**src/design/assert_macros.svh**
```systemverilog
// ----------------------------------------------------------------------------
// assertion macros
// clocked on clk, disabled while rst_n is low
// ----------------------------------------------------------------------------
`ifndef ASSERT_MACROS_SVH
`define ASSERT_MACROS_SVH

`ifndef SYNTHESIS

`define ASSERT_CLK(lbl, prop, msg) \
  lbl: assert property (@(posedge clk) disable iff (!rst_n) prop) else $error(msg);

`define ASSERT_NEVER(lbl, expr, msg) \
  lbl: assert property (@(posedge clk) disable iff (!rst_n) !(expr)) else $error(msg);

`else

`define ASSERT_CLK(lbl, prop, msg)

`define ASSERT_NEVER(lbl, expr, msg)

`endif

`endif

```
**src/design/rrqs_pkg.sv**
```systemverilog
// ----------------------------------------------------------------------------
// rrqs_pkg
// types and constants shared by the round-robin quantum scheduler
// ----------------------------------------------------------------------------
package rrqs_pkg;

  localparam int         LEN_BITS      = 16;
  localparam logic       FUNC_ADMIT    = 1'b0;
  localparam logic       FUNC_TICK     = 1'b1;
  localparam logic [7:0] QUANTUM_RESET = 8'd5;

  typedef struct packed {
    logic                func;
    logic [LEN_BITS-1:0] length;
  } in_word_t;

  typedef struct packed {
    logic [3:0] slot;
    logic       slot_valid;
    logic       accepted;
    logic       finished;
    logic       idle;
  } out_word_t;

  typedef enum logic [1:0] {
    ST_IDLE = 2'b01,
    ST_WB   = 2'b10
  } state_t;

endpackage

```
**src/design/rrqs_ram.sv**
```systemverilog
// ----------------------------------------------------------------------------
// rrqs_ram
// remaining-tick store: one write port, one read port, registered read data
// ----------------------------------------------------------------------------
module rrqs_ram #(
  parameter int DEPTH = 16,
  parameter int WIDTH = 16
) (
  input  logic                     clk,
  input  logic                     we,
  input  logic [$clog2(DEPTH)-1:0] waddr,
  input  logic [WIDTH-1:0]         wdata,
  input  logic [$clog2(DEPTH)-1:0] raddr,
  output logic [WIDTH-1:0]         rdata
);

  logic [WIDTH-1:0] mem [DEPTH];

  always_ff @(posedge clk) begin
    if (we) begin
      mem[waddr] <= wdata;
    end
  end

  always_ff @(posedge clk) begin
    rdata <= mem[raddr];
  end

endmodule

```
**src/design/rrqs_sel.sv**
```systemverilog
// ----------------------------------------------------------------------------
// rrqs_sel
// rotating priority encoder: first set bit after a start position, wrapping,
// with the start position itself checked last
// ----------------------------------------------------------------------------
module rrqs_sel #(
  parameter int SLOTS = 16
) (
  input  logic [SLOTS-1:0]         vec,
  input  logic [$clog2(SLOTS)-1:0] from,
  output logic [$clog2(SLOTS)-1:0] idx,
  output logic                     found
);

  localparam int IDX_W = $clog2(SLOTS);

  logic [IDX_W:0] pos;

  // walk from the far end so the nearest hit is the one that sticks
  always_comb begin
    found = 1'b0;
    idx   = '0;
    pos   = '0;
    for (int k = SLOTS; k >= 1; k--) begin
      pos = (IDX_W+1)'(from) + (IDX_W+1)'(k);
      if (pos >= (IDX_W+1)'(SLOTS)) begin
        pos = pos - (IDX_W+1)'(SLOTS);
      end
      if (vec[pos[IDX_W-1:0]]) begin
        found = 1'b1;
        idx   = pos[IDX_W-1:0];
      end
    end
  end

endmodule

```
**src/design/round_robin_quantum_scheduler.sv**
```systemverilog
// ----------------------------------------------------------------------------
// round_robin_quantum_scheduler: admit result strobed the next cycle
// a tick with a job reads the remaining-tick memory, then writes it back,
// result strobed the cycle after; busy is high during the write-back cycle
// synchronous active-low reset frees all slots; quantum resets to 5
// ----------------------------------------------------------------------------
`include "assert_macros.svh"

module round_robin_quantum_scheduler #(
  parameter int SLOTS = 16
) (
  input  logic                clk,
  input  logic                rst_n,
  input  logic                start,
  output logic                busy,
  input  rrqs_pkg::in_word_t  in_word,
  output logic                out_strobe,
  output rrqs_pkg::out_word_t out_word,
  input  logic                cfg_valid,
  output logic                cfg_ready,
  input  logic [7:0]          cfg_data
);

  import rrqs_pkg::*;

  localparam int IDX_W = $clog2(SLOTS);
  localparam int EXT_W = LEN_BITS + 16;

  state_t               state_r, state_nxt;
  logic [SLOTS-1:0]     occ_r, occ_nxt;
  logic [IDX_W-1:0]     run_slot_r, run_slot_nxt;
  logic                 run_valid_r, run_valid_nxt;
  logic [7:0]           slice_r, slice_nxt;
  logic [7:0]           quantum_r;
  logic [IDX_W-1:0]     cur_r, cur_nxt;
  logic [7:0]           slice_base_r, slice_base_nxt;
  logic                 out_strobe_r, out_strobe_nxt;
  out_word_t            out_word_r, out_word_nxt;

  logic                 accept;
  logic                 cur_ok;
  logic [IDX_W-1:0]     tick_cur;
  logic                 tick_has;
  logic [IDX_W-1:0]     run_next_idx;
  logic                 run_next_found;
  logic [IDX_W-1:0]     free_idx;
  logic                 free_found;
  logic [SLOTS-1:0]     occ_wb;
  logic [IDX_W-1:0]     wb_next_idx;
  logic                 wb_next_found;
  logic [EXT_W-1:0]     len_ext;
  logic [IDX_W+3:0]     cur_ext;
  logic [IDX_W+3:0]     free_ext;

  logic                 mem_we;
  logic [IDX_W-1:0]     mem_waddr;
  logic [LEN_BITS-1:0]  mem_wdata;
  logic [LEN_BITS-1:0]  mem_rdata;
  logic [LEN_BITS-1:0]  rem_dec;
  logic [7:0]           slice_inc;
  logic [7:0]           q_eff;
  logic                 done;

  assign busy      = (state_r == ST_WB);
  assign accept    = start && !busy;
  assign cfg_ready = 1'b1;
  assign out_strobe = out_strobe_r;
  assign out_word   = out_word_r;

  assign len_ext  = EXT_W'(in_word.length);
  assign cur_ext  = (IDX_W+4)'(cur_r);
  assign free_ext = (IDX_W+4)'(free_idx);

  assign cur_ok   = run_valid_r && occ_r[run_slot_r];
  assign tick_cur = cur_ok ? run_slot_r : run_next_idx;
  assign tick_has = cur_ok || run_next_found;

  // next job when the running slot has gone stale
  rrqs_sel #(.SLOTS(SLOTS)) u_sel_run (
    .vec   (occ_r),
    .from  (run_slot_r),
    .idx   (run_next_idx),
    .found (run_next_found)
  );

  // lowest free slot: search the free mask starting just after the top slot
  rrqs_sel #(.SLOTS(SLOTS)) u_sel_free (
    .vec   (~occ_r),
    .from  (IDX_W'(SLOTS - 1)),
    .idx   (free_idx),
    .found (free_found)
  );

  // successor of the job that just ran, with its slot dropped if it finished
  rrqs_sel #(.SLOTS(SLOTS)) u_sel_wb (
    .vec   (occ_wb),
    .from  (cur_r),
    .idx   (wb_next_idx),
    .found (wb_next_found)
  );

  rrqs_ram #(.DEPTH(SLOTS), .WIDTH(LEN_BITS)) u_ram (
    .clk   (clk),
    .we    (mem_we),
    .waddr (mem_waddr),
    .wdata (mem_wdata),
    .raddr (tick_cur),
    .rdata (mem_rdata)
  );

  assign rem_dec   = (mem_rdata != '0) ? mem_rdata - LEN_BITS'(1) : '0;
  assign done      = (rem_dec == '0);
  assign slice_inc = (slice_base_r == 8'hFF) ? slice_base_r : slice_base_r + 8'd1;
  assign q_eff     = (quantum_r == 8'd0) ? 8'd1 : quantum_r;

  always_comb begin
    occ_wb = occ_r;
    if (done) begin
      occ_wb[cur_r] = 1'b0;
    end
  end

  always_comb begin
    state_nxt      = state_r;
    occ_nxt        = occ_r;
    run_slot_nxt   = run_slot_r;
    run_valid_nxt  = run_valid_r;
    slice_nxt      = slice_r;
    cur_nxt        = cur_r;
    slice_base_nxt = slice_base_r;
    out_strobe_nxt = 1'b0;
    out_word_nxt   = out_word_r;
    mem_we         = 1'b0;
    mem_waddr      = free_idx;
    mem_wdata      = len_ext[LEN_BITS-1:0];

    unique case (state_r)
      ST_IDLE: begin
        if (accept) begin
          if (in_word.func == FUNC_ADMIT) begin
            out_strobe_nxt = 1'b1;
            out_word_nxt   = '0;
            if (free_found) begin
              occ_nxt[free_idx]       = 1'b1;
              mem_we                  = 1'b1;
              out_word_nxt.slot       = free_ext[3:0];
              out_word_nxt.slot_valid = 1'b1;
              out_word_nxt.accepted   = 1'b1;
              if (!run_valid_r) begin
                run_slot_nxt  = free_idx;
                run_valid_nxt = 1'b1;
                slice_nxt     = 8'd0;
              end
            end
          end else if (tick_has) begin
            cur_nxt        = tick_cur;
            slice_base_nxt = cur_ok ? slice_r : 8'd0;
            state_nxt      = ST_WB;
          end else begin
            out_strobe_nxt = 1'b1;
            out_word_nxt   = '0;
            run_valid_nxt  = 1'b0;
            run_slot_nxt   = '0;
            slice_nxt      = 8'd0;
          end
        end
      end
      ST_WB: begin
        // rdata holds the remaining ticks of cur_r, read at the accept edge
        mem_we                  = 1'b1;
        mem_waddr               = cur_r;
        mem_wdata               = rem_dec;
        out_strobe_nxt          = 1'b1;
        out_word_nxt            = '0;
        out_word_nxt.slot       = cur_ext[3:0];
        out_word_nxt.slot_valid = 1'b1;
        state_nxt               = ST_IDLE;
        if (done) begin
          out_word_nxt.finished = 1'b1;
          occ_nxt               = occ_wb;
          run_valid_nxt         = wb_next_found;
          run_slot_nxt          = wb_next_found ? wb_next_idx : '0;
          slice_nxt             = 8'd0;
        end else if (slice_inc >= q_eff) begin
          run_valid_nxt = 1'b1;
          run_slot_nxt  = wb_next_idx;
          slice_nxt     = 8'd0;
        end else begin
          run_valid_nxt = 1'b1;
          run_slot_nxt  = cur_r;
          slice_nxt     = slice_inc;
        end
      end
      default: begin
        state_nxt = ST_IDLE;
      end
    endcase

    if (out_strobe_nxt) begin
      out_word_nxt.idle = (occ_nxt == '0);
    end
  end

  always_ff @(posedge clk) begin
    if (!rst_n) begin
      state_r      <= ST_IDLE;
      occ_r        <= '0;
      run_slot_r   <= '0;
      run_valid_r  <= 1'b0;
      slice_r      <= 8'd0;
      quantum_r    <= QUANTUM_RESET;
      out_strobe_r <= 1'b0;
    end else begin
      state_r      <= state_nxt;
      occ_r        <= occ_nxt;
      run_slot_r   <= run_slot_nxt;
      run_valid_r  <= run_valid_nxt;
      slice_r      <= slice_nxt;
      out_strobe_r <= out_strobe_nxt;
      if (cfg_valid && cfg_ready) begin
        quantum_r <= cfg_data;
      end
    end
  end

  always_ff @(posedge clk) begin
    cur_r        <= cur_nxt;
    slice_base_r <= slice_base_nxt;
    out_word_r   <= out_word_nxt;
  end

  `ASSERT_CLK(a_wb_strobes, (state_r == ST_WB) |=> out_strobe, "write-back gave no word")
  `ASSERT_CLK(a_run_occupied, (state_r == ST_IDLE && run_valid_r) |-> occ_r[run_slot_r],
              "running slot is not occupied")
  `ASSERT_CLK(a_idle_empty, (out_strobe && out_word.idle) |-> (occ_r == '0),
              "idle reported with jobs present")
  `ASSERT_NEVER(a_wb_no_accept, busy && $past(busy), "write-back held longer than one cycle")

endmodule
```
**config.mk**
```make
export PLATFORM = sky130hd
export DESIGN_NAME = round_robin_quantum_scheduler
export DESIGN_NICKNAME = d
export VERILOG_FILES = /design/src/design/rrqs_pkg.sv /design/src/design/rrqs_ram.sv /design/src/design/rrqs_sel.sv /design/src/design/round_robin_quantum_scheduler.sv
export VERILOG_INCLUDE_DIRS = /design/src /design/src/design
export SDC_FILE = /design/constraint.sdc
export NUM_CORES = 1
export LEC_CHECK = 0
export BUFFER_PORTS_ARGS = -buffer_cell sky130_fd_sc_hd__buf_2
export CAP_MARGIN = 25
export CORE_MARGIN = 3
export CORE_UTILIZATION = 45
export CTS_CLUSTER_DIAMETER = 150
export DETAILED_ROUTE_END_ITERATION = 10
export PLACE_DENSITY_LB_ADDON = 0.12
export SYNTH_ARGS = -nofsm -noshare
export SYNTH_HDL_FRONTEND = slang
export SYNTH_SLANG_ARGS = --single-unit
```
**constraint.sdc**
```tcl
create_clock -name clk -period 7.1 [get_ports clk]
set_input_delay 0.71 -clock clk [delete_from_list [all_inputs] [get_ports clk]]
set_output_delay 0.71 -clock clk [all_outputs]
set_load 0.1 [all_outputs]
```
# ---- After elaboration in Yosys (flattened, before gate mapping)
# Memories as Yosys holds them, arrays and structs flattened. A register that Yosys moved wholly into a read port is not among the register bits.
# Cells that the tools add are included.
# W data, S select, Z words.
dict set report word_totals {
  ff_bits 60
  mem_bits_rw 256
  input_bits 29
  out_inout_bits 11
  wordCells 432
  memories 1
}
dict set report op_classes {
  n_addsub 66
  n_lt_le_gt_ge 70
  n_eq_ne 9
  mux 249
  n_bitwise 4
  n_reduce_logical 19
}
# memory depth width read_ports rd_clocked_by_memory_dff write_ports line_no
set mem_list {}
lappend mem_list {u_ram.mem 16 16 1 1 1 rrqs_ram.sv:17} ;# logic [WIDTH-1:0] mem [DEPTH];
# cell n
set op_table {}
lappend op_table {{$mux W4} 90}
lappend op_table {{$lt A4 B5 Y1 const B} 35}
lappend op_table {{$ge A5 B5 Y1 const B} 32}
lappend op_table {{$bmux W1 S4} 33}
lappend op_table {{$sub A4 B1 Y4 const B} 32}
lappend op_table {{$mux W16} 7}
lappend op_table {{$mux W1} 98}
lappend op_table {{$mux W8} 11}
lappend op_table {{$add A4 B4 Y5 const B} 16}
lappend op_table {{$add A4 B3 Y5 const B} 8}
lappend op_table {{$logic_not A16 Y1} 2}
lappend op_table {{$not A16 Y16} 2}
lappend op_table {{$pmux W16 S2} 1}
lappend op_table {{$pmux W8 S2} 2}
lappend op_table {{$add A4 B2 Y5 const B} 4}
lappend op_table {{$and A16 B16 Y16} 1}
lappend op_table {{$or A16 B16 Y16} 1}
lappend op_table {{$reduce_bool A16 Y1} 1}
lappend op_table {{$sub A16 B1 Y16 const B} 1}
lappend op_table {{$ne A3 B3 Y1 const B} 4}
lappend op_table {{$add A4 B1 Y5 const B} 2}
lappend op_table {{$add A4 B5 Y5 const B} 2}
lappend op_table {{$reduce_and A3 Y1} 3}
lappend op_table {{$add A8 B1 Y8 const B} 1}
lappend op_table {{other kinds (20)} 28}

# ---- Logic depth before layout (Yosys ltp)
dict set report depth {
  word_depth 28
  ltp_mapped 22
  depth_no_buf 18
}

# ---- Modules after synthesis
# Synthesis repeated with hierarchy kept, for this count alone.
dict set report hier_totals {
  hier_cells 1687
  hier_area_um2 20230.7
}
# mod n_inst cells_each area_per_inst_um2 seq_area_each_um2
set modules_own_cells {}
lappend modules_own_cells {rrqs_ram 1 432 10042.1 8007.7}
lappend modules_own_cells {rrqs_sel 3 241 1986.9 0.0}
lappend modules_own_cells {round_robin_quantum_scheduler 1 532 4227.8 1401.3}

# ---- Worst setup path after synthesis
# OpenSTA, ideal clock, no wires.
dict set report synth_timing {
  path_kind {register to register}
  start {register run_slot_r[0]}
  end {register u_ram.rdata[0], read port of u_ram.mem}
  setup_time_ns 0.072
  t_arrival_ns 5.107
  required_time_ns 7.028
  slack_ns 1.921
  stages_incl_launch_ff 23
  path_buffers 7
  period_less_slack_ns 5.179
  cell_sequence {dfxtp_1 -> buf_2 -> buf_4 -> buf_1 -> inv_1 -> ha_1 -> clkbuf_1 -> clkbuf_1 -> mux4_2 -> mux2i_1 -> mux2_2 -> or3b_1 -> nand2b_1 -> or3_1 -> o211ai_1 -> o21bai_1 -> a41o_1 -> a31oi_1 -> buf_4 -> buf_4 -> mux2i_1 -> mux2i_1 -> mux2i_1}
}
dict set report synth_via {
  elab_chain_len 22
  elab_cells_between_ends 116
  cone_classes {add/sub (32); order compare (16); mux (67); reduce/logical (1)}
}
# element line_no
set synth_lines {}
lappend synth_lines {{start: declaration} round_robin_quantum_scheduler.sv:31} ;# logic [IDX_W-1:0] run_slot_r, run_slot_nxt;
lappend synth_lines {{start signal: assignment} round_robin_quantum_scheduler.sv:216} ;# run_slot_r <= run_slot_nxt;
lappend synth_lines {{$add A4 B5 Y5} rrqs_sel.sv:25} ;# pos = (IDX_W+1)'(from) + (IDX_W+1)'(k);
lappend synth_lines {{$sub A4 B1 Y4 / $ge A5 B5 Y1 (equally long branches)} {rrqs_sel.sv:27, rrqs_sel.sv:26}}
lappend synth_lines {{$mux W4} rrqs_sel.sv:26} ;# if (pos >= (IDX_W+1)'(SLOTS)) begin
lappend synth_lines {{$bmux W1 S4} rrqs_sel.sv:29} ;# if (vec[pos[IDX_W-1:0]]) begin
lappend synth_lines {{$mux W1 (implied by the code)} rrqs_sel.sv:29}
lappend synth_lines {{$mux W4 (16 in a row)} rrqs_sel.sv:29}
lappend synth_lines {{$mux W4 *} round_robin_quantum_scheduler.sv:75} ;# assign tick_cur = cur_ok ? run_slot_r : run_next_idx;
lappend synth_lines {{end: declaration} rrqs_ram.sv:14} ;# output logic [WIDTH-1:0] rdata
# Mark *: on every way between the ends. The rest lies on a longest branch, timed or not. The select of a mux whose other input is x is not followed.
# A chain may end at the register's enable or synchronous reset.

# ---- Worst setup path after layout
dict set report layout_timing {
  start {register run_slot_r[2]}
  end {register run_slot_r[1]}
}
dict set report layout_via {
  elab_chain_len 24
  elab_cells_between_ends 118
  cone_classes {add/sub (32); order compare (16); eq/ne (1); mux (66); reduce/logical (3)}
}
# element line_no
set layout_lines {}
lappend layout_lines {{$add A4 B5 Y5} rrqs_sel.sv:25}
lappend layout_lines {{$sub A4 B1 Y4 / $ge A5 B5 Y1 (equally long branches)} {rrqs_sel.sv:27, rrqs_sel.sv:26}}
lappend layout_lines {{$mux W4} rrqs_sel.sv:26}
lappend layout_lines {{$bmux W1 S4} rrqs_sel.sv:29}
lappend layout_lines {{$mux W1 (implied by the code)} rrqs_sel.sv:29}
lappend layout_lines {{$mux W1 (16 in a row)} rrqs_sel.sv:29}
lappend layout_lines {{$logic_or A1 B1 Y1 *} round_robin_quantum_scheduler.sv:76} ;# assign tick_has = cur_ok || run_next_found;
lappend layout_lines {{$ne A3 B3 Y1 (no source line) *} n/a}
lappend layout_lines {{$reduce_and A5 Y1 (no source line) *} n/a}
# Marked as above.

==> metrics.txt <==
Netlist cell types=between 90 and 100; antenna-violating nets left=0; most frequent cells in the layout=277 x mux2i_1, 276 x edfxtp_1, 133 x nand2_1; EDFF count, synth=approximately 280; sequential power share=slightly below 30%; top achievable clock speed=~170 MHz; CTS clk-pin slew, worst paths=~60 ps; end of the worst hold path=quantum_r[0]; GRT met3 Usage=just over 4%; antenna cells=0; die width=213.5 um; PwrDens=between 300 and 400 nW/um^2; worst path cell trace=inv_1 -> ha_1 -> a21boi_0 -> xor2_1 -> mux4_2 -> or3b_1 -> nand2b_1 -> o41ai_4 -> o211ai_1 -> a21o_1 -> nand2_1 -> o21ai_1 -> a2111oi_0 -> o211ai_1 -> and4_1; headroom to the max-slew limit=about 22%; Clock Skew=approximately 23 ps; post-synthesis register bit count=about 330; Initial Util=around 46%; Synth Warn #=0; most prevalent standard cell on the critical path=o211ai_1; run status=completed; P&R area growth vs syn=10.30%; HP Class=input port to flop; total track usage=24.71%; Avg Cell Area, Syn=between 10 and 15 sq um; Worst Path Required=7550 ps; layout cell share with drive strength beyond 1=between 10% and 20%; WHS Path Cells=3; Nets=1797; Tot Pwr=between 8 and 9 mW; Sink Count=332; Critical Path End Type=flop; drc violations=0; Slew @ Worst Pin=around 1200 ps; die area=~46000 sq um; r2r startpoint=run_slot_r[2]; CTS Buf Count=36; Max clock buf depth=3; setup_tns=0 ps; 1st-pass router iterations=5; RR Endpoint=run_slot_r[1]; WL/cell=24.41 um; ys async rst share=0%; # Max-Cap Violations=0; # rows=75; Post-Route WL=~56000 um; vias in the first global route=13690; Hold Crit Start=cfg_data[0]; Critical Path AT=6460 ps; Syn Nets=about 1800; Final Slew Violations=0; Net Switching=3.461 mW; fin crit share=between 80% and 90%; Vias=between 10000 and 15000; Hold Slack=365.5 ps; GR Overflow Total=0; Final Critical Period=about 6000 ps; DR iter-0 viols=1218; R2R cell count=15; GR Util met2=37.79%; post_cts resized=0; M1 GR Usage=between 30% and 40%; slowest stage cell, crit path=dfxtp_1; Setup Fix Bufs, Post-CTS=0; Port Buffer Count=38; r2r setup slk=roughly 1100 ps; Hold Fails Final Rpt=0; Util after Layout=around 51%; first-pass GRT wire length=85240 um; CTS tree=built; commonest non-fill, non-tap cell in the layout=mux2i_1; Worst setup SP type=flop; Vias/cell=6.205; hold-fix buffers at CTS=0; Mapped Area=19370 sq um; # IOs=40; static leakage=7.254 nW; ys flop type=edfxtp_1; unrepaired setup endpoints after global routing=no; Synth Instances=around 1700; gr busiest metal=met2; Cell Count, Final, Fillers Out=2302; Core ar.=42230 sq um; sequential area share after synthesis=approximately half; switching part of the total=about two fifths; gpl congestion=around 0.93; DIE HEIGHT=213.5 um; HPWL Detailed=38170 um; fill count=3757; worst-path maximum fanout=22; Crit Path Class=flop to flop; Clk pwr share=a little over a fifth; clk_lat worst skew=560 ps; final setup fails=0; Max IR drop VDD=0.3176 mV; htree depth=2; Comb pwr share=about half; antenna violations before repair=0; Worst path max stage delay=between 700 and 800 ps; pin count of the biggest net entering global routing=a little under 80; cell internal pwr=4.921 mW; CTS Root Cell=clkbuf_16; placed cell count=2234
routing by layer:
layer  wire length [um]  vias to the layer above
li1                   -                     6603
met1              26280                     7084
met2              25220                      509
met3               3387                       87
met4               1303                        0
met5                  0                        -
how the worst max path moves through the flow:
stage,cells after the start,startpoint,end,slack (ps)
2_1_floorplan,22,run_slot_r[0],u_ram.rdata[0],1920
3_3_place_gp,15,run_slot_r[2],run_slot_r[1],1250
3_5_place_dp,16,run_slot_r[0],run_slot_r[1],1150
4_1_cts,15,run_slot_r[2],run_slot_r[1],1140
5_1_grt,16,run_slot_r[0],run_slot_r[1],640
6_report,15,run_slot_r[2],run_slot_r[1],1090
state kept, by name, summed over array words and instances, names as in the netlist, 8 cells and up:
signal        count
occ_r            16
out_word          8
quantum_r         8
slice_base_r      8
slice_r           8
u_ram.mem       256
u_ram.rdata      16
power groups by stage:
| stage | combinational [mW] | clock, mW | sequential [mW] |
|---|---|---|---|
| 2_1_floorplan | 3.02 | 0 | 2.60 |
| 5_1_grt | 4.45 | 1.90 | 2.50 |
| 3_3_place_gp | 4.09 | 0 | 2.51 |
| 6_report | 4.13 | 1.77 | 2.48 |
| 4_1_cts | 4.12 | 1.82 | 2.48 |
| 3_5_place_dp | 4.10 | 0 | 2.52 |
synthesized netlist by cell type (24+ instances only):
master | count | area, sq um
a21oi_1 | 60 | 300.3
a31oi_1 | 27 | 168.9
and2_1 | 33 | 206.5
buf_2 | 24 | 120.1
clkbuf_1 | 57 | 214.0
dfxtp_1 | 56 | 1121
edfxtp_1 | 276 | 8288
ha_1 | 32 | 400.4
inv_1 | 46 | 172.7
mux2i_1 | 277 | 2773
mux4_2 | 26 | 585.6
nand2_1 | 133 | 499.2
nand3_1 | 28 | 140.1
nor2_1 | 122 | 457.9
nor3_1 | 31 | 155.2
o21ai_0 | 66 | 330.3
xnor2_1 | 25 | 219.0
worst max-delay path, delay by kind of cell, from the launching register on:
kind	cells	cell delay [ps]
multiplexers	1	430
flip-flops	1	780
AO/OA/AOI/OAI	7	2340
adder cells (fa/ha/maj)	1	340
XOR/XNOR	1	390
buffers and inverters	1	540
AND/OR/NAND/NOR	4	1070
final cells by class:
| type | count | area (sq um) | share of cell area [%] |
|---|---|---|---|
| Sequential cell | 332 | 9409 | 44.04 |
| Multi-Input combinational cell | 1232 | 9403 | 44.01 |
| Clock buffer | 48 | 965.9 | 4.521 |
| Tap cell | 539 | 674.4 | 3.157 |
| Timing Repair Buffer | 84 | 560.5 | 2.624 |
| Inverter | 50 | 187.7 | 0.8785 |
| Clock inverter | 17 | 163.9 | 0.7672 |
cell families after synthesis:
group | count (synthesis) | synth area share, %
muxes | 322 | 18.47
adders and majority gates | 32 | 2.067
and+or+nand+nor | 455 | 11.62
DFF | 332 | 48.58
xor gates and xnor gates | 41 | 1.854
other | 1 | 0.01936
AOI/OAI and AO/OA | 381 | 14.00
buffers and inverters | 153 | 3.392
through the flow:
step           setup WS (ps)  cell area, sq um
2_1_floorplan           1921             19370
6_report                1092             21360
3_5_place_dp            1153             20210
3_3_place_gp            1251             20200
4_1_cts                 1143             21340
5_1_grt                642.9             21360
(Power assumes the default switching activity.)
